File: src/rtl/ssd_pkg.sv
// ----------------------------------------------------------------------------
// ssd_pkg: shared definitions for the seven-segment scan driver
// Operation codes, field widths, blink timing and the digit glyph table.
// ----------------------------------------------------------------------------
package ssd_pkg;

  localparam int unsigned OP_W       = 3;
  localparam int unsigned VALUE_W    = 16;
  localparam int unsigned ICON_W     = 4;
  localparam int unsigned SEG_W      = 8;
  localparam int unsigned POSITIONS  = 4;
  localparam int unsigned POS_W      = 2;
  localparam int unsigned NUMBER_W   = 10;
  localparam int unsigned DIGIT_W    = 4;
  localparam int unsigned COUNT_W    = 16;

  localparam logic [OP_W-1:0] OP_TICK   = 3'd0;
  localparam logic [OP_W-1:0] OP_NUMBER = 3'd1;
  localparam logic [OP_W-1:0] OP_ERROR  = 3'd2;
  localparam logic [OP_W-1:0] OP_ICON   = 3'd3;
  localparam logic [OP_W-1:0] OP_VOLUME = 3'd4;
  localparam logic [OP_W-1:0] OP_BLINK  = 3'd5;
  localparam logic [OP_W-1:0] OP_CLEAR  = 3'd6;

  localparam logic [VALUE_W-1:0]  NUMBER_LIMIT = 16'd999;
  localparam logic [VALUE_W-1:0]  ERROR_LIMIT  = 16'd9;

  localparam logic [COUNT_W-1:0]  BLINK_PERIOD = 16'd200;
  localparam logic [COUNT_W-1:0]  BLINK_HALF   = BLINK_PERIOD / 2;

  localparam logic [SEG_W-1:0] GLYPH_ERROR = 8'h9E;
  localparam logic [SEG_W-1:0] GLYPH_MINUS = 8'h02;

  localparam logic [ICON_W-1:0] ICON_POINT_1 = 4'd6;
  localparam logic [ICON_W-1:0] ICON_POINT_3 = 4'd7;
  localparam logic [ICON_W-1:0] ICON_POINT_2 = 4'd8;
  localparam int unsigned       VOLUME_STEPS = 6;

  typedef logic [SEG_W-1:0]   pattern_t;
  typedef logic [DIGIT_W-1:0] digit_t;

  // Segment pattern for a decimal digit, bit 7 = A ... bit 1 = G, point clear.
  function automatic pattern_t glyph_of_digit(input digit_t d);
    pattern_t g;
    case (d)
      4'd0:    g = 8'hFC;
      4'd1:    g = 8'h60;
      4'd2:    g = 8'hDA;
      4'd3:    g = 8'hF2;
      4'd4:    g = 8'h66;
      4'd5:    g = 8'hB6;
      4'd6:    g = 8'hBE;
      4'd7:    g = 8'hE0;
      4'd8:    g = 8'hFE;
      4'd9:    g = 8'hF6;
      default: g = 8'h00;
    endcase
    return g;
  endfunction

endpackage

File: src/rtl/ssd_if.sv
// ----------------------------------------------------------------------------
// ssd_if: valid/ready channels of the seven-segment scan driver
// Request channel carries update and tick items; result channel carries
// segment levels and the digit select.
// ----------------------------------------------------------------------------
interface ssd_req_if;
  logic                          valid;
  logic                          ready;
  logic [ssd_pkg::OP_W-1:0]      operation;
  logic [ssd_pkg::VALUE_W-1:0]   value;
  logic [ssd_pkg::ICON_W-1:0]    icon_index;
  logic                          switch_on;

  modport source (output valid, operation, value, icon_index, switch_on, input ready);
  modport sink   (input valid, operation, value, icon_index, switch_on, output ready);
endinterface

interface ssd_res_if;
  logic                          valid;
  logic                          ready;
  logic [ssd_pkg::SEG_W-1:0]     segment_levels;
  logic [ssd_pkg::POSITIONS-1:0] digit_select;

  modport source (output valid, segment_levels, digit_select, input ready);
  modport sink   (input valid, segment_levels, digit_select, output ready);
endinterface

File: src/rtl/ssd_digit_split.sv
// ----------------------------------------------------------------------------
// ssd_digit_split: decimal split of a number below one thousand
// Hundreds, tens and units by reciprocal multiplication, no divider.
// ----------------------------------------------------------------------------
module ssd_digit_split (
  input  logic [ssd_pkg::NUMBER_W-1:0] number,
  output ssd_pkg::digit_t              hundreds,
  output ssd_pkg::digit_t              tens,
  output ssd_pkg::digit_t              units
);

  logic [15:0] hund_prod;
  logic [6:0]  rem_hund;
  logic [13:0] tens_prod;

  // 41/4096 approximates 1/100 exactly for inputs up to 999
  assign hund_prod = 16'(number) * 16'd41;
  assign hundreds  = hund_prod[15:12];
  assign rem_hund  = 7'(number - 10'(hundreds) * 10'd100);

  // 103/1024 approximates 1/10 exactly for inputs up to 99
  assign tens_prod = 14'(rem_hund) * 14'd103;
  assign tens      = tens_prod[13:10];
  assign units     = 4'(rem_hund - 7'(tens) * 7'd10);

endmodule

File: src/rtl/seven_segment_scan_driver_unit.sv
// ----------------------------------------------------------------------------
// seven_segment_scan_driver_unit: four-position multiplexed display driver
// Results: an accepted tick lands in the output register, or in the skid
//   register while a result waits; updates change the patterns on that edge.
// Throughput: one request per cycle while the skid slot is free; the result
//   and skid registers keep requests flowing while one result waits on disp.
// Reset (rst, synchronous): patterns, scan position, blink counter and blink
//   enable clear; both result slots empty.
// ----------------------------------------------------------------------------
module seven_segment_scan_driver_unit (
  input  logic          clk,
  input  logic          rst,
  ssd_req_if.sink       cmd,
  ssd_res_if.source     disp
);

  // Display state
  ssd_pkg::pattern_t            patterns [ssd_pkg::POSITIONS];
  ssd_pkg::pattern_t            patterns_next [ssd_pkg::POSITIONS];
  logic [ssd_pkg::POS_W-1:0]    scan_position;
  logic [ssd_pkg::COUNT_W-1:0]  blink_counter;
  logic                         blink_enable;

  // Result slots: output register and skid register
  logic                          out_valid;
  ssd_pkg::pattern_t             out_levels;
  logic [ssd_pkg::POSITIONS-1:0] out_select;
  logic                          skid_valid;
  ssd_pkg::pattern_t             skid_levels;
  logic [ssd_pkg::POSITIONS-1:0] skid_select;

  logic                          accept;
  logic                          push;
  logic                          pop;
  ssd_pkg::pattern_t             new_levels;
  logic [ssd_pkg::POSITIONS-1:0] new_select;
  ssd_pkg::pattern_t             shown;

  logic [ssd_pkg::VALUE_W-1:0]   number_sat;
  logic [ssd_pkg::VALUE_W-1:0]   error_sat;
  ssd_pkg::digit_t               hundreds;
  ssd_pkg::digit_t               tens;
  ssd_pkg::digit_t               units;
  ssd_pkg::pattern_t             glyph_hundreds;
  ssd_pkg::pattern_t             glyph_tens;
  ssd_pkg::pattern_t             glyph_units;
  ssd_pkg::pattern_t             glyph_code;

  // Take requests while the skid slot is free: at most one result per request
  assign cmd.ready = !skid_valid;
  assign accept    = cmd.valid && cmd.ready;
  assign push      = accept && (cmd.operation == ssd_pkg::OP_TICK);
  assign pop       = out_valid && disp.ready;

  // Saturate number and error code before the digit split
  assign number_sat = (cmd.value > ssd_pkg::NUMBER_LIMIT) ? ssd_pkg::NUMBER_LIMIT : cmd.value;
  assign error_sat  = (cmd.value > ssd_pkg::ERROR_LIMIT) ? ssd_pkg::ERROR_LIMIT : cmd.value;

  ssd_digit_split u_split (
    .number   (number_sat[ssd_pkg::NUMBER_W-1:0]),
    .hundreds (hundreds),
    .tens     (tens),
    .units    (units)
  );

  // Glyphs for the three digit positions and the error code
  assign glyph_hundreds = ssd_pkg::glyph_of_digit(hundreds);
  assign glyph_tens     = ssd_pkg::glyph_of_digit(tens);
  assign glyph_units    = ssd_pkg::glyph_of_digit(units);
  assign glyph_code     = ssd_pkg::glyph_of_digit(error_sat[3:0]);

  // Blank digits 0..2 down to their point during the low half of the blink
  always_comb begin
    shown = patterns[scan_position];
    if (scan_position != 2'd3 && blink_enable && blink_counter <= ssd_pkg::BLINK_HALF) begin
      shown = shown & 8'h01;
    end
    new_levels = ~shown;
    new_select = ssd_pkg::POSITIONS'(1) << scan_position;
  end

  // Next pattern bytes; digit writes keep bit 0 so icons survive
  always_comb begin
    for (int p = 0; p < ssd_pkg::POSITIONS; p++) begin
      patterns_next[p] = patterns[p];
    end
    case (cmd.operation)
      ssd_pkg::OP_NUMBER: begin
        patterns_next[0] = {glyph_hundreds[7:1], patterns[0][0]};
        patterns_next[1] = {glyph_tens[7:1], patterns[1][0]};
        patterns_next[2] = {glyph_units[7:1], patterns[2][0]};
      end
      ssd_pkg::OP_ERROR: begin
        patterns_next[0] = {ssd_pkg::GLYPH_ERROR[7:1], patterns[0][0]};
        patterns_next[1] = {ssd_pkg::GLYPH_MINUS[7:1], patterns[1][0]};
        patterns_next[2] = {glyph_code[7:1], patterns[2][0]};
      end
      ssd_pkg::OP_ICON: begin
        if (cmd.icon_index < 4'(ssd_pkg::VOLUME_STEPS)) begin
          patterns_next[3][cmd.icon_index[2:0] + 3'd1] = cmd.switch_on;
        end else if (cmd.icon_index == ssd_pkg::ICON_POINT_1) begin
          patterns_next[1][0] = cmd.switch_on;
        end else if (cmd.icon_index == ssd_pkg::ICON_POINT_3) begin
          patterns_next[3][0] = cmd.switch_on;
        end else if (cmd.icon_index == ssd_pkg::ICON_POINT_2) begin
          patterns_next[2][0] = cmd.switch_on;
        end
      end
      ssd_pkg::OP_VOLUME: begin
        // Light bar step i when the level exceeds i
        for (int i = 0; i < ssd_pkg::VOLUME_STEPS; i++) begin
          patterns_next[3][i + 1] = (cmd.value > ssd_pkg::VALUE_W'(i));
        end
      end
      ssd_pkg::OP_CLEAR: begin
        for (int p = 0; p < ssd_pkg::POSITIONS; p++) begin
          patterns_next[p] = '0;
        end
      end
      default: begin
      end
    endcase
  end

  // Commit state on each accepted request
  always_ff @(posedge clk) begin
    if (rst) begin
      for (int p = 0; p < ssd_pkg::POSITIONS; p++) begin
        patterns[p] <= '0;
      end
      scan_position <= '0;
      blink_counter <= '0;
      blink_enable  <= 1'b0;
    end else if (accept) begin
      for (int p = 0; p < ssd_pkg::POSITIONS; p++) begin
        patterns[p] <= patterns_next[p];
      end
      if (cmd.operation == ssd_pkg::OP_BLINK) begin
        blink_enable <= cmd.switch_on;
      end
      if (push) begin
        // Advance scan; count down, reloading the period in place of reaching zero
        scan_position <= scan_position + 2'd1;
        if (blink_counter <= 16'd1) begin
          blink_counter <= ssd_pkg::BLINK_PERIOD;
        end else begin
          blink_counter <= blink_counter - 16'd1;
        end
      end
    end
  end

  // Result slots: refill from skid on drain, otherwise drop new results in
  always_ff @(posedge clk) begin
    if (rst) begin
      out_valid  <= 1'b0;
      skid_valid <= 1'b0;
    end else if (pop) begin
      if (skid_valid) begin
        out_valid  <= 1'b1;
        skid_valid <= 1'b0;
      end else begin
        out_valid <= push;
      end
    end else if (push) begin
      if (!out_valid) begin
        out_valid <= 1'b1;
      end else begin
        skid_valid <= 1'b1;
      end
    end
  end

  always_ff @(posedge clk) begin
    if (pop) begin
      if (skid_valid) begin
        out_levels <= skid_levels;
        out_select <= skid_select;
      end else if (push) begin
        out_levels <= new_levels;
        out_select <= new_select;
      end
    end else if (push) begin
      if (!out_valid) begin
        out_levels <= new_levels;
        out_select <= new_select;
      end else begin
        skid_levels <= new_levels;
        skid_select <= new_select;
      end
    end
  end

  assign disp.valid          = out_valid;
  assign disp.segment_levels = out_levels;
  assign disp.digit_select   = out_select;

  // Skid slot only fills behind a waiting result
  a_skid_behind_out: assert property (@(posedge clk) disable iff (rst)
    skid_valid |-> out_valid)
    else $error("skid slot full while output register empty");

  // A presented result selects exactly one digit
  a_select_onehot: assert property (@(posedge clk) disable iff (rst)
    out_valid |-> $onehot(out_select))
    else $error("digit select not one-hot");

  // Blink counter stays within one period
  a_counter_range: assert property (@(posedge clk) disable iff (rst)
    blink_counter <= ssd_pkg::BLINK_PERIOD)
    else $error("blink counter above period");

  // A tick into an empty output register shows up on the next edge
  a_tick_lands: assert property (@(posedge clk) disable iff (rst)
    (push && !out_valid) |=> out_valid)
    else $error("tick result lost");

endmodule
File: src/flat_wrapper.sv
// flat-port wrapper written by rule: the top's interface ports become plain ports
module seven_segment_scan_driver_unit_flat 
  (clk, rst, cmd_valid, cmd_operation, cmd_value, cmd_icon_index, cmd_switch_on, cmd_ready, disp_valid, disp_segment_levels, disp_digit_select, disp_ready);
  ssd_req_if cmd_i ();
  ssd_res_if disp_i ();
  input  logic clk;
  input  logic rst;
  input wire logic [$bits(cmd_i.valid)-1:0] cmd_valid;
  input wire logic [$bits(cmd_i.operation)-1:0] cmd_operation;
  input wire logic [$bits(cmd_i.value)-1:0] cmd_value;
  input wire logic [$bits(cmd_i.icon_index)-1:0] cmd_icon_index;
  input wire logic [$bits(cmd_i.switch_on)-1:0] cmd_switch_on;
  output wire logic [$bits(cmd_i.ready)-1:0] cmd_ready;
  output wire logic [$bits(disp_i.valid)-1:0] disp_valid;
  output wire logic [$bits(disp_i.segment_levels)-1:0] disp_segment_levels;
  output wire logic [$bits(disp_i.digit_select)-1:0] disp_digit_select;
  input wire logic [$bits(disp_i.ready)-1:0] disp_ready;
  assign cmd_i.valid = cmd_valid;
  assign cmd_i.operation = cmd_operation;
  assign cmd_i.value = cmd_value;
  assign cmd_i.icon_index = cmd_icon_index;
  assign cmd_i.switch_on = cmd_switch_on;
  assign cmd_ready = cmd_i.ready;
  assign disp_valid = disp_i.valid;
  assign disp_segment_levels = disp_i.segment_levels;
  assign disp_digit_select = disp_i.digit_select;
  assign disp_i.ready = disp_ready;
  seven_segment_scan_driver_unit u_core (.clk(clk), .rst(rst), .cmd(cmd_i), .disp(disp_i));
endmodule
File: config.mk
export PLATFORM = sky130hd
export DESIGN_NAME = seven_segment_scan_driver_unit_flat
export DESIGN_NICKNAME = d
export VERILOG_FILES = /design/src/rtl/ssd_pkg.sv /design/src/rtl/ssd_if.sv /design/src/rtl/ssd_digit_split.sv /design/src/rtl/seven_segment_scan_driver_unit.sv /design/src/flat_wrapper.sv
export SDC_FILE = /design/constraint.sdc
export NUM_CORES = 1
export LEC_CHECK = 0
export ABC_AREA = 1
export BUFFER_PORTS_ARGS = -buffer_cell sky130_fd_sc_hd__buf_2
export CAP_MARGIN = 20
export CORE_MARGIN = 5
export CORE_UTILIZATION = 63
export DETAILED_ROUTE_END_ITERATION = 10
export PLACE_DENSITY = 0.82
export SLEW_MARGIN = 20
export SYNTH_ARGS = -nofsm -noshare
export SYNTH_HDL_FRONTEND = slang
export SYNTH_SLANG_ARGS = --single-unit
File: constraint.sdc
create_clock -name clk -period 10 [get_ports clk]
set_input_delay 0.5 -clock clk [delete_from_list [all_inputs] [get_ports clk]]
set_output_delay 0.5 -clock clk [all_outputs]
set_load 0.02 [all_outputs]
Word-level counts from Yosys, hierarchy flattened
Memory sizes are Yosys's and may differ from the RTL's. A register that Yosys moved wholly into a read port is not among the register bits. Index checks and enable logic that the tools add are counted. W data, S select, Z words.

Register bits after elaboration: 45. Bits in writable memories: 32. Bits in read-only memories: 448. Output and inout port bits: 14. Memories kept: 5.

$add $sub $neg: 5. Multiply operators: 4. Magnitude comparators: 13. Equality and inequality tests: 23. Shift-type cells: 1. Multiplexer cells: 51. Bitwise logic cells: 9. Reductions and logical operators: 20.

Memories: (no name shown) (depth 16, width 7, read ports 1, clocked after Yosys merged registers in 0, write ports 0, line ssd_pkg.sv:45) `case (d)`; (no name shown) (depth 16, width 7, read ports 1, clocked after Yosys merged registers in 0, write ports 0, line ssd_pkg.sv:45); (no name shown) (depth 16, width 7, read ports 1, clocked after Yosys merged registers in 0, write ports 0, line ssd_pkg.sv:45); (no name shown) (depth 16, width 7, read ports 1, clocked after Yosys merged registers in 0, write ports 0, line ssd_pkg.sv:45); u_core.patterns (depth 4, width 8, read ports 2, clocked after Yosys merged registers in 1, write ports 4, line seven_segment_scan_driver_unit.sv:18) `ssd_pkg::pattern_t patterns [ssd_pkg::POSITIONS];`.

Operators by type and width (number): $mux W8 (7); $pmux W15 S3 (1); $gt A16 B1 Y1 const B (2); $gt A16 B2 Y1 const B (2); $gt A16 B3 Y1 const B (2); $mux W7 (4); $mux W4 (6); $mux W1 (21); $pmux W7 S3 (1); $pmux W6 S3 (1); $gt A16 B10 Y1 const B (1); $gt A16 B4 Y1 const B (1); $le A16 B1 Y1 const B (1); $le A16 B7 Y1 const B (1); $mul A10 B6 Y16 const B (1); $mux W16 (1); $sub A16 B1 Y16 const B (1); $mul A7 B7 Y14 const B (1); $ne A2 B2 Y1 const B (6); $ne A3 B3 Y1 const B (4); $mux W10 (1); $eq A3 B3 Y1 const B (3); $bwmux W8 (1); $eq A4 B3 Y1 const B (2); 31 further kinds (54).

Logic depth before layout (Yosys ltp)
Gate-level depths: netlist of run 1. An unclocked memory read counts as a cell.

Depth in word-level cells: 11. Mapped depth: 57. Depth with buffers taken out: 56.

Hierarchy
A second synthesis of run 1 with hierarchy kept.

Cell total of the unflattened synthesis: 912. Area, all modules: 7121.8 µm².

Modules (own cells, without submodules): seven_segment_scan_driver_unit (instances 1, cells an instance 626, area an instance 4992.3 µm², sequential area each 2112.0 µm²); ssd_digit_split (instances 1, cells an instance 286, area an instance 2129.5 µm², sequential area each 0.0 µm²).

Least setup slack after synthesis of run 1
OpenSTA, ideal clock, no wires.

Path type: input-to-reg. From: input port cmd_value[11]. To: memory u_core.patterns[2][1] (netlist name), data pin. Data arrival time: 8533 ps. Data required time: 9733 ps. Path slack: 1200 ps. Stages: 48. Buffers on the path: 2. Cell sequence: or2_0 nor2_1 nand2_1 buf_2 nor2_1 inv_1 ha_1 inv_1 fa_1 inv_1 ha_1 ha_1 a21oi_1 or2_2 nand3_1 nand2_1 nand2_1 inv_1 [12 not listed] inv_1 fa_1 ha_1 ha_1 a21oi_1 nor2_1 nor2_1 nand3_1 nand2_1 inv_1 ha_1 fa_1 clkbuf_1 nor2_1 a21oi_1 nand3_1 nand3_1 a21oi_1.

RTL lines: start: declaration (line flat_wrapper.sv:10) `input wire logic [$bits(cmd_i.value)-1:0] cmd_value;`; end: declaration (line seven_segment_scan_driver_unit.sv:18).

==> results.py, run 1 <==
metrics = {
    "run_status": {
        "outcome": "finished, final reports clean",
    },
    "yosys": {
        "syn-cell-area_um2": 6760,
        "yosys_register_bits": 78,
        "synth_edf_count": 55,
        "yosys_warnings": 0,
        "synth_cells": 850,
        "synthFlopType": "edfxtp_1",
        "synth_common_cells": "nand2_1 (144), inv_1 (133), nor2_1 (117)",
        "synth_nets": 997,
        "ys_async_sr_fraction": 0,
        "synth.avg_cell_area_um2": 7.95,
        "yosysTopAreaCell": "edfxtp_1",
        "synthDistinctLibCells": 48,
        "ys_seq_area_frac": 0.312,
        "yosysTopAreaCellShare": 0.244,
        "synth_most_common_cell": "nand2_1",
        "synth.area.top_cells": "edfxtp_1 (24%), ha_1 (20%), nand2_1 (8.0%), inv_1 (7.4%), dfxtp_1 (6.8%)",
    },
    "worst_setup_path": {
        "max_stage_delay_ns": 0.53,
        "cp_common_cell": "nand2_1",
        "cp_slowest_cell": "fa_1",
        "r2r-end": "u_core.patterns[1][5]",
        "start_kind": "input pin",
        "reg2reg_depth": 7,
        "end_kind": "register",
        "rrSetupSlack_ns": 7.73,
        "reg2reg_from": "u_core.skid_valid",
        "critPathKind": "input pin to register",
        "required_ns": 10.09,
        "cp_max_fo": 11,
        "arrival_ns": 9.32,
    },
    "clocking": {
        "cts.sinks": 78,
        "clk_pin_slew_ns": 0.09,
        "cts_resized": 0,
        "cts_hold_buf": 0,
        "ctsHtreeMaxLevel": 3,
        "cts_tree": "done",
        "clockBufferDepth": 2,
        "clock_latency_ns": 0.37,
        "cts-root-buf": "clkbuf_8",
        "cts_buffers": 9,
        "post-cts-setup-buffers": 0,
    },
    "placed_design": {
        "io_buffers": 41,
        "dp_hpwl_mm": 11.8,
        "place.gp.congestion": 0.882,
    },
    "worst_hold_path": {
        "hold_path_depth": 2,
        "hp-start": "rst",
        "hold_class": "input pin to register",
        "hold_end": "u_core.blink_counter[3]",
    },
    "final_layout": {
        "filler_cell_count": 817,
        "regArea_um2": 2110,
        "finalNetCount": 1037,
        "drive_gt1_frac": 0.106,
        "area_growth_pct": 7.81,
        "antenna_cells": 0,
        "multi_input_area_um2": 4100,
    },
    "floorplan": {
        "die_area_um2": 12900,
        "start_util": 0.649,
        "num_rows": 37,
        "core_um2": 10400,
        "io_pins": 42,
        "die_x_um": 114,
        "die_height_um": 114,
    },
    "detailed_routing": {
        "vias_per_cell": 5.56,
        "finalWirelength_mm": 14.5,
        "ant_nets": 0,
        "wl_per_cell_um": 14.1,
        "num_vias": 5736,
        "post-route-drc-count": 0,
        "drt_iter0_drc": 411,
        "firstDrtPassIters": 5,
    },
    "job": {
        "maxCapViolCount": 0,
    },
    "global_routing": {
        "grt_max_degree": 22,
        "grt_pass1_vias": 5682,
        "grt_pass1_wl_mm": 24.7,
        "gr-total-overflow": 0,
        "antenna_found_initial": 0,
        "grt.total_usage": 0.233,
    },
    "power_and_ir_drop": {
        "p_per_area_nw_per_um2": 216,
        "power.static_leakage_uw": 0.00357,
        "vdd_ir_drop_max_v": 0.000195,
    },
    "timing": {
        "hold_ws_ns": 0.442,
        "rsz0062_at_grt": "no",
        "hold_violations": 0,
        "drv_slew": 0,
        "period_share": 0.923,
        "finalSetupTns_ns": 0,
        "finClkSkew_ns": 0.0157,
        "relSlewSlack": 0.486,
        "tightest_slew_ns": 0.770,
        "setup_viol_count_final": 0,
        "fmax_mhz": 108,
        "period_minus_slack_ns": 9.23,
    },
}
[layer usage]
layer	up-vias	global-route usage	routed length, um
li1	2907	-	-
met1	2583	0.282	6160
met2	196	0.408	6960
met3	50	0.0377	828
met4	0	0.0994	548
met5	-	0	0
[cell families after synthesis]
kind of cell	after synthesis	synth area share
simple gates	350	0.227
buf+inv	150	0.0846
compound gates	133	0.113
fa+ha+maj	119	0.235
flops	78	0.312
xor+xnor	15	0.0194
mux	5	0.00833
[sequential cells by signal, summed over array words and instances, names as in the netlist, named ones only]
signal / count
u_core.blink_counter: 16
u_core.disp.segment_levels: 8
u_core.skid_select: 4
u_core.skid_levels: 8
u_core.disp.digit_select: 4
u_core.blink_enable: 1
u_core.disp.valid: 1
u_core.patterns: 31
u_core.scan_position: 2
u_core.skid_valid: 1
[worst max-delay path by stage]
stage | slack [ns] | start | cells past startpoint | endpoint
after floorplan | 1.20 | cmd_value[11] | 48 | u_core.patterns[2][1]
after global placement | 0.53 | cmd_value[11] | 53 | u_core.patterns[2][5]
after detailed placement | 0.19 | cmd_value[11] | 53 | u_core.patterns[2][5]
after CTS | 0.54 | cmd_value[11] | 53 | u_core.patterns[2][6]
after global routing | 0.05 | cmd_value[11] | 53 | u_core.patterns[2][6]
final | 0.77 | cmd_value[11] | 53 | u_core.patterns[2][6]
[cell usage in the layout, fill, tap and decap left out, types with 5 or more instances in the layout]
master,synthesis,routed
a21oi_1,45,44
or2_2,6,6
nand2_1,144,142
nor2_1,117,113
mux2_2,5,5
edfxtp_1,55,55
clkbuf_8,0,9
nand4_1,7,7
xnor2_1,6,6
dfxtp_1,23,23
xor2_1,9,9
nand3_1,47,47
ha_1,106,106
a31oi_1,13,13
nor2_2,2,6
inv_1,133,133
fa_1,13,13
o22ai_1,7,7
o21ai_0,42,42
nor3_1,9,9
buf_2,1,41
[cell type report]
cell class / count / share of cell area
flip-flops and latches: 78 / 0.290
well taps: 136 / 0.0233
multi-input cells: 622 / 0.562
clock buffers: 9 / 0.0170
inverters: 138 / 0.0711
repair buffers: 41 / 0.0281
clock inverters: 7 / 0.00875
[worst max-delay path, delay by kind of cell]
family,cells,cell delay (ns)
and+or+nand+nor,25,2.88
AOI/OAI and AO/OA,3,0.36
buffers and inverters,11,0.86
adders and majority gates,13,4.50
xor gates and xnor gates,1,0.17
[metrics by stage]
| step | area [um^2] | power [uW] | util | cells | setup slack (ns) |
|---|---|---|---|---|---|
| floorplan | 6760 | 1140 | - | 850 | 1.20 |
| global placement | 7080 | 1300 | 0.680 | 1015 | 0.534 |
| detailed placement | 7090 | 1330 | 0.680 | 1015 | 0.187 |
| CTS | 7270 | 1570 | 0.698 | 1031 | 0.540 |
| global route | 7290 | 1750 | 0.700 | 1031 | 0.0538 |
| finish | 7290 | 1570 | 0.700 | 1031 | 0.772 |
[power by group]
group          internal [uW]  leakage, uW  total, uW  switching (uW)
registers                375     0.000726        387            11.3
logic                    349      0.00275        956             607
clock network           95.6    0.0000903        229             133
total                    819      0.00357       1570             752
No activity file was read; power rests on OpenSTA's default activity.
==> run 2: changes to the inputs <==
--- a/config.mk
+++ b/config.mk
@@ -6,12 +6,12 @@
 export NUM_CORES = 1
 export LEC_CHECK = 0
 export ABC_AREA = 1
-export BUFFER_PORTS_ARGS = -buffer_cell sky130_fd_sc_hd__buf_2
 export CAP_MARGIN = 20
 export CORE_MARGIN = 5
-export CORE_UTILIZATION = 63
+export CORE_UTILIZATION = 65
 export DETAILED_ROUTE_END_ITERATION = 10
-export PLACE_DENSITY = 0.82
+export DONT_BUFFER_PORTS = 1
+export PLACE_DENSITY = 0.81
 export SLEW_MARGIN = 20
 export SYNTH_ARGS = -nofsm -noshare
 export SYNTH_HDL_FRONTEND = slang
==> results.py, run 2 (synthesis results as in run 1) <==
metrics = {
    "timing": {
        "hold_ws_ns": 0.207,
        "relSlewSlack": 0.301,
        "rsz0062_at_grt": "no",
        "drv_slew": 0,
        "period_minus_slack_ns": 9.14,
        "setup_viol_count_final": 0,
        "fmax_mhz": 109,
        "tightest_slew_ns": 1.04,
        "finalSetupTns_ns": 0,
        "hold_violations": 0,
        "period_share": 0.914,
        "finClkSkew_ns": 0.0153,
    },
    "global_routing": {
        "grt.total_usage": 0.233,
        "grt_max_degree": 22,
        "grt_pass1_vias": 5447,
        "gr-total-overflow": 0,
        "antenna_found_initial": 0,
        "grt_pass1_wl_mm": 24.3,
    },
    "clocking": {
        "clk_pin_slew_ns": 0.08,
        "cts.sinks": 78,
        "cts_buffers": 9,
        "ctsHtreeMaxLevel": 3,
        "clock_latency_ns": 0.35,
        "cts_tree": "done",
        "clockBufferDepth": 2,
        "cts-root-buf": "clkbuf_8",
        "post-cts-setup-buffers": 0,
    },
    "power_and_ir_drop": {
        "combPwrFrac": 0.605,
        "power.switching_uw": 715,
        "p_per_area_nw_per_um2": 219,
        "vdd_ir_drop_max_v": 0.000156,
        "power_frac_seq": 0.250,
        "power.static_leakage_uw": 0.00342,
        "clkPwrFrac": 0.144,
        "power.internal_uw": 833,
        "swShare": 0.462,
    },
    "detailed_routing": {
        "drt_iter0_drc": 403,
        "vias_per_cell": 5.57,
        "finalWirelength_mm": 14.3,
        "post-route-drc-count": 0,
        "firstDrtPassIters": 5,
        "wl_per_cell_um": 14.5,
        "ant_nets": 0,
        "num_vias": 5511,
    },
    "worst_setup_path": {
        "critPathKind": "input pin to register",
        "cp_common_cell": "inv_1",
        "rrSetupSlack_ns": 7.44,
        "arrival_ns": 9.22,
        "cp_max_fo": 11,
        "cp_slowest_cell": "fa_1",
        "reg2reg_depth": 5,
        "end_kind": "register",
        "required_ns": 10.08,
        "r2r-end": "u_core.skid_levels[1]",
        "max_stage_delay_ns": 0.53,
        "reg2reg_from": "u_core.skid_valid",
        "start_kind": "input pin",
    },
    "placed_design": {
        "dp_cells": 974,
        "dp_hpwl_mm": 11.9,
        "place.gp.congestion": 0.934,
        "io_buffers": 0,
    },
    "final_layout": {
        "top_regs": "u_core.patterns x31, u_core.blink_counter x16",
        "regMostFlops": "u_core.patterns",
        "final_common_cell": "nand2_1",
        "antenna_cells": 0,
        "largest_register_ffs": 31,
        "final_cell_count_no_fill": 990,
        "finalNetCount": 996,
        "drive_gt1_frac": 0.0585,
        "layout_common_cells": "nand2_1 (142), inv_1 (133), nor2_1 (116)",
        "area_growth_pct": 4.77,
    },
    "worst_hold_path": {
        "hold_end": "u_core.blink_counter[7]",
        "hold_path_depth": 1,
        "hp-start": "rst",
        "hold_class": "input pin to register",
    },
    "floorplan": {
        "die_height_um": 112,
        "die_area_um2": 12500,
        "num_rows": 37,
        "core_um2": 10200,
        "io_pins": 42,
        "die_x_um": 112,
        "start_util": 0.661,
    },
    "job": {
        "maxCapViolCount": 0,
    },
    "run_status": {
        "outcome": "finished, final reports clean",
    },
}
## run 2: cell types whose count changed in the layout (fill, tap and decap cells not counted), sizes merged
cell      delta
buf         -41
clkbuf       +3
clkinv       +2
clkinvlp     -2
inv          -3
## run 2: through the flow
stage	utilization	worst slack, ns	total power (uW)	area [um^2]
6_report	0.692	0.862	1550	7080
5_1_grt	0.692	0.0770	1740	7080
4_1_cts	0.691	0.718	1550	7070
3_5_place_dp	0.672	0.359	1320	6880
3_3_place_gp	0.672	0.659	1290	6880
2_1_floorplan	-	1.20	1140	6760
## run 2: area by class of cell
class | count | area (um^2)
well taps | 136 | 170
clock buffers | 12 | 166
inverters | 138 | 518
flip-flops and latches | 78 | 2110
fillers | 837 | 3150
clock inverters | 4 | 28.8
multi-input cells | 622 | 4090
## run 2: worst max-delay path, delay by kind of cell
kind | cells | cell delay, ns
simple gates | 24 | 2.82
compound gates | 3 | 0.33
fa+ha+maj | 13 | 4.51
buf+inv | 11 | 0.88
xor+xnor | 1 | 0.18
## run 2: worst max-delay path by stage
stage	start	end	slack (ns)	cells past startpoint
after global routing	cmd_value[11]	u_core.patterns[2][6]	0.08	52
after global placement	cmd_value[11]	u_core.patterns[2][6]	0.66	49
after floorplan	cmd_value[11]	u_core.patterns[2][1]	1.20	48
after detailed placement	cmd_value[11]	u_core.patterns[2][6]	0.36	52
after CTS	cmd_value[11]	u_core.patterns[2][6]	0.72	52
final	cmd_value[11]	u_core.patterns[2][6]	0.86	52
## run 2: power groups by stage
stage / Clock [uW] / Combinational [uW] / Sequential, uW
3_3_place_gp: 0 / 897 / 394
6_report: 223 / 937 / 388
2_1_floorplan: 0 / 754 / 390
3_5_place_dp: 0 / 929 / 395
5_1_grt: 243 / 1110 / 390
4_1_cts: 227 / 937 / 387
## run 2: what timing repair did
action,in CTS,in global routing
hold buffers,0,0
resized for setup,0,3
setup endpoints to repair,0,7
## run 2: metal layers
metal	wire, um	global-route usage
met5	0	0
met4	459	0.105
met3	820	0.0375
met2	7060	0.411
met1	6000	0.280
==> run 3: changes to the inputs <==
--- a/config.mk
+++ b/config.mk
@@ -11,7 +11,7 @@
 export CORE_UTILIZATION = 65
 export DETAILED_ROUTE_END_ITERATION = 10
 export DONT_BUFFER_PORTS = 1
-export PLACE_DENSITY = 0.81
+export PLACE_DENSITY = 0.9
 export SLEW_MARGIN = 20
 export SYNTH_ARGS = -nofsm -noshare
 export SYNTH_HDL_FRONTEND = slang
==> results.py, run 3 (synthesis results as in run 1) <==
metrics = {
    "run_status": {
        "outcome": "finished, final reports clean",
    },
    "floorplan": {
        "io_pins": 42,
        "core_um2": 10200,
        "die_x_um": 112,
        "start_util": 0.661,
        "num_rows": 37,
        "die_area_um2": 12500,
        "die_height_um": 112,
    },
    "global_routing": {
        "grt_pass1_wl_mm": 23.8,
        "grt.total_usage": 0.229,
        "gr-total-overflow": 0,
        "grt-busiest-layer": "met2",
        "use_met2": 0.409,
        "antenna_found_initial": 0,
        "grt_pass1_vias": 5243,
        "use_met3": 0.0342,
        "use_met1": 0.284,
        "grt_max_degree": 22,
    },
    "timing": {
        "finalSetupTns_ns": 0,
        "period_share": 0.924,
        "rsz0062_at_grt": "no",
        "drv_slew": 0,
        "hold_violations": 0,
        "finClkSkew_ns": 0.00614,
        "fmax_mhz": 108,
        "setup_viol_count_final": 0,
        "hold_ws_ns": 0.207,
        "tightest_slew_ns": 1.02,
        "period_minus_slack_ns": 9.24,
        "relSlewSlack": 0.317,
    },
    "worst_setup_path": {
        "crit_start": "cmd_value[11]",
        "reg2reg_from": "u_core.skid_valid",
        "cp_slowest_cell": "fa_1",
        "start_kind": "input pin",
        "end_kind": "register",
        "cp_max_fo": 11,
        "cp_common_cell": "inv_1",
        "rrSetupSlack_ns": 7.46,
        "critPathKind": "input pin to register",
        "endpoint": "u_core.patterns[2][2]",
        "arrival_ns": 9.41,
        "reg2reg_depth": 7,
        "max_stage_delay_ns": 0.54,
        "r2r-end": "u_core.patterns[0][5]",
        "required_ns": 10.17,
    },
    "clocking": {
        "clockBufferDepth": 2,
        "cts.sinks": 78,
        "cts_buffers": 9,
        "cts-root-buf": "clkbuf_8",
        "post-cts-setup-buffers": 0,
        "cts_tree": "done",
        "clock_latency_ns": 0.36,
        "clk_pin_slew_ns": 0.07,
        "ctsHtreeMaxLevel": 3,
    },
    "detailed_routing": {
        "vias_per_cell": 5.62,
        "ant_nets": 0,
        "drt_iter0_drc": 359,
        "num_vias": 5560,
        "finalWirelength_mm": 14.0,
        "wl_per_cell_um": 14.1,
        "post-route-drc-count": 0,
        "firstDrtPassIters": 5,
    },
    "final_layout": {
        "fin_util": 0.695,
        "antenna_cells": 0,
        "top_regs": "u_core.patterns x31, u_core.blink_counter x16",
        "filler_cell_count": 765,
        "finalNetCount": 996,
        "layout_common_cells": "nand2_1 (143), inv_1 (133), nor2_1 (113)",
        "final_common_cell": "nand2_1",
        "drive_gt1_frac": 0.0597,
        "largest_register_ffs": 31,
        "area_growth_pct": 5.11,
        "regMostFlops": "u_core.patterns",
    },
    "power_and_ir_drop": {
        "vdd_ir_drop_max_v": 0.000132,
        "power.static_leakage_uw": 0.00342,
        "p_per_area_nw_per_um2": 221,
    },
    "placed_design": {
        "dp_hpwl_mm": 11.2,
        "io_buffers": 0,
        "place.gp.congestion": 0.936,
    },
    "worst_hold_path": {
        "hold_path_depth": 1,
        "hold_class": "input pin to register",
    },
    "job": {
        "maxCapViolCount": 0,
    },
}
run 3: cell types whose count changed in the layout (fill, tap and decap cells not counted), moves of 2 or more:
cell,delta
bufinv_16,+2
clkinv_1,+2
nor2_1,-3
nor2_2,+3
run 3: worst min-delay path by stage:
stage	start	to	slack, ns
2_1_floorplan	u_core.blink_counter[15]	u_core.blink_counter[15]	0.42
3_3_place_gp	u_core.blink_counter[15]	u_core.blink_counter[15]	0.44
3_5_place_dp	u_core.blink_counter[15]	u_core.blink_counter[15]	0.44
4_1_cts	rst	u_core.blink_counter[7]	0.19
5_1_grt	rst	u_core.blink_counter[3]	0.19
6_report	rst	u_core.blink_counter[7]	0.21
run 3: metrics by stage:
stage | setup WS (ns) | area [um^2] | cells | power [uW]
after floorplan | 1.20 | 6760 | 850 | 1140
after global placement | 0.652 | 6880 | 974 | 1280
after detailed placement | 0.318 | 6880 | 974 | 1320
after CTS | 0.684 | 7090 | 990 | 1570
after global routing | 0.0628 | 7110 | 990 | 1760
final | 0.762 | 7110 | 990 | 1570
run 3: worst max-delay path: cells and delay by family:
kind	cells	cell delay (ns)
fa+ha+maj	13	4.57
simple gates	19	2.70
compound gates	4	0.57
xor+xnor	1	0.19
buf+inv	11	0.87
run 3: timing repair:
action	in CTS	in global routing
resized for setup	0	5
hold buffers	0	0
endpoints found under the setup margin	0	7
run 3: where the power goes:
group | switching [uW] | internal [uW] | total, uW
clock | 112 | 139 | 251
combinational | 587 | 344 | 931
sequential | 13.3 | 375 | 389
run 3: final cells by class:
class | count | area, um^2 | share of cell area
clock buffers | 9 | 124 | 0.0174
inverters | 138 | 518 | 0.0729
well taps | 136 | 170 | 0.0239
multi-input cells | 622 | 4090 | 0.576
flip-flops and latches | 78 | 2110 | 0.297
clock inverters | 7 | 88.8 | 0.0125
run 3: routing by layer:
metal / up-vias / part of all wire
met2: 165 / 0.51
met3: 26 / 0.046
li1: 2832 / -
met5: - / 0
met1: 2537 / 0.43
met4: 0 / 0.022
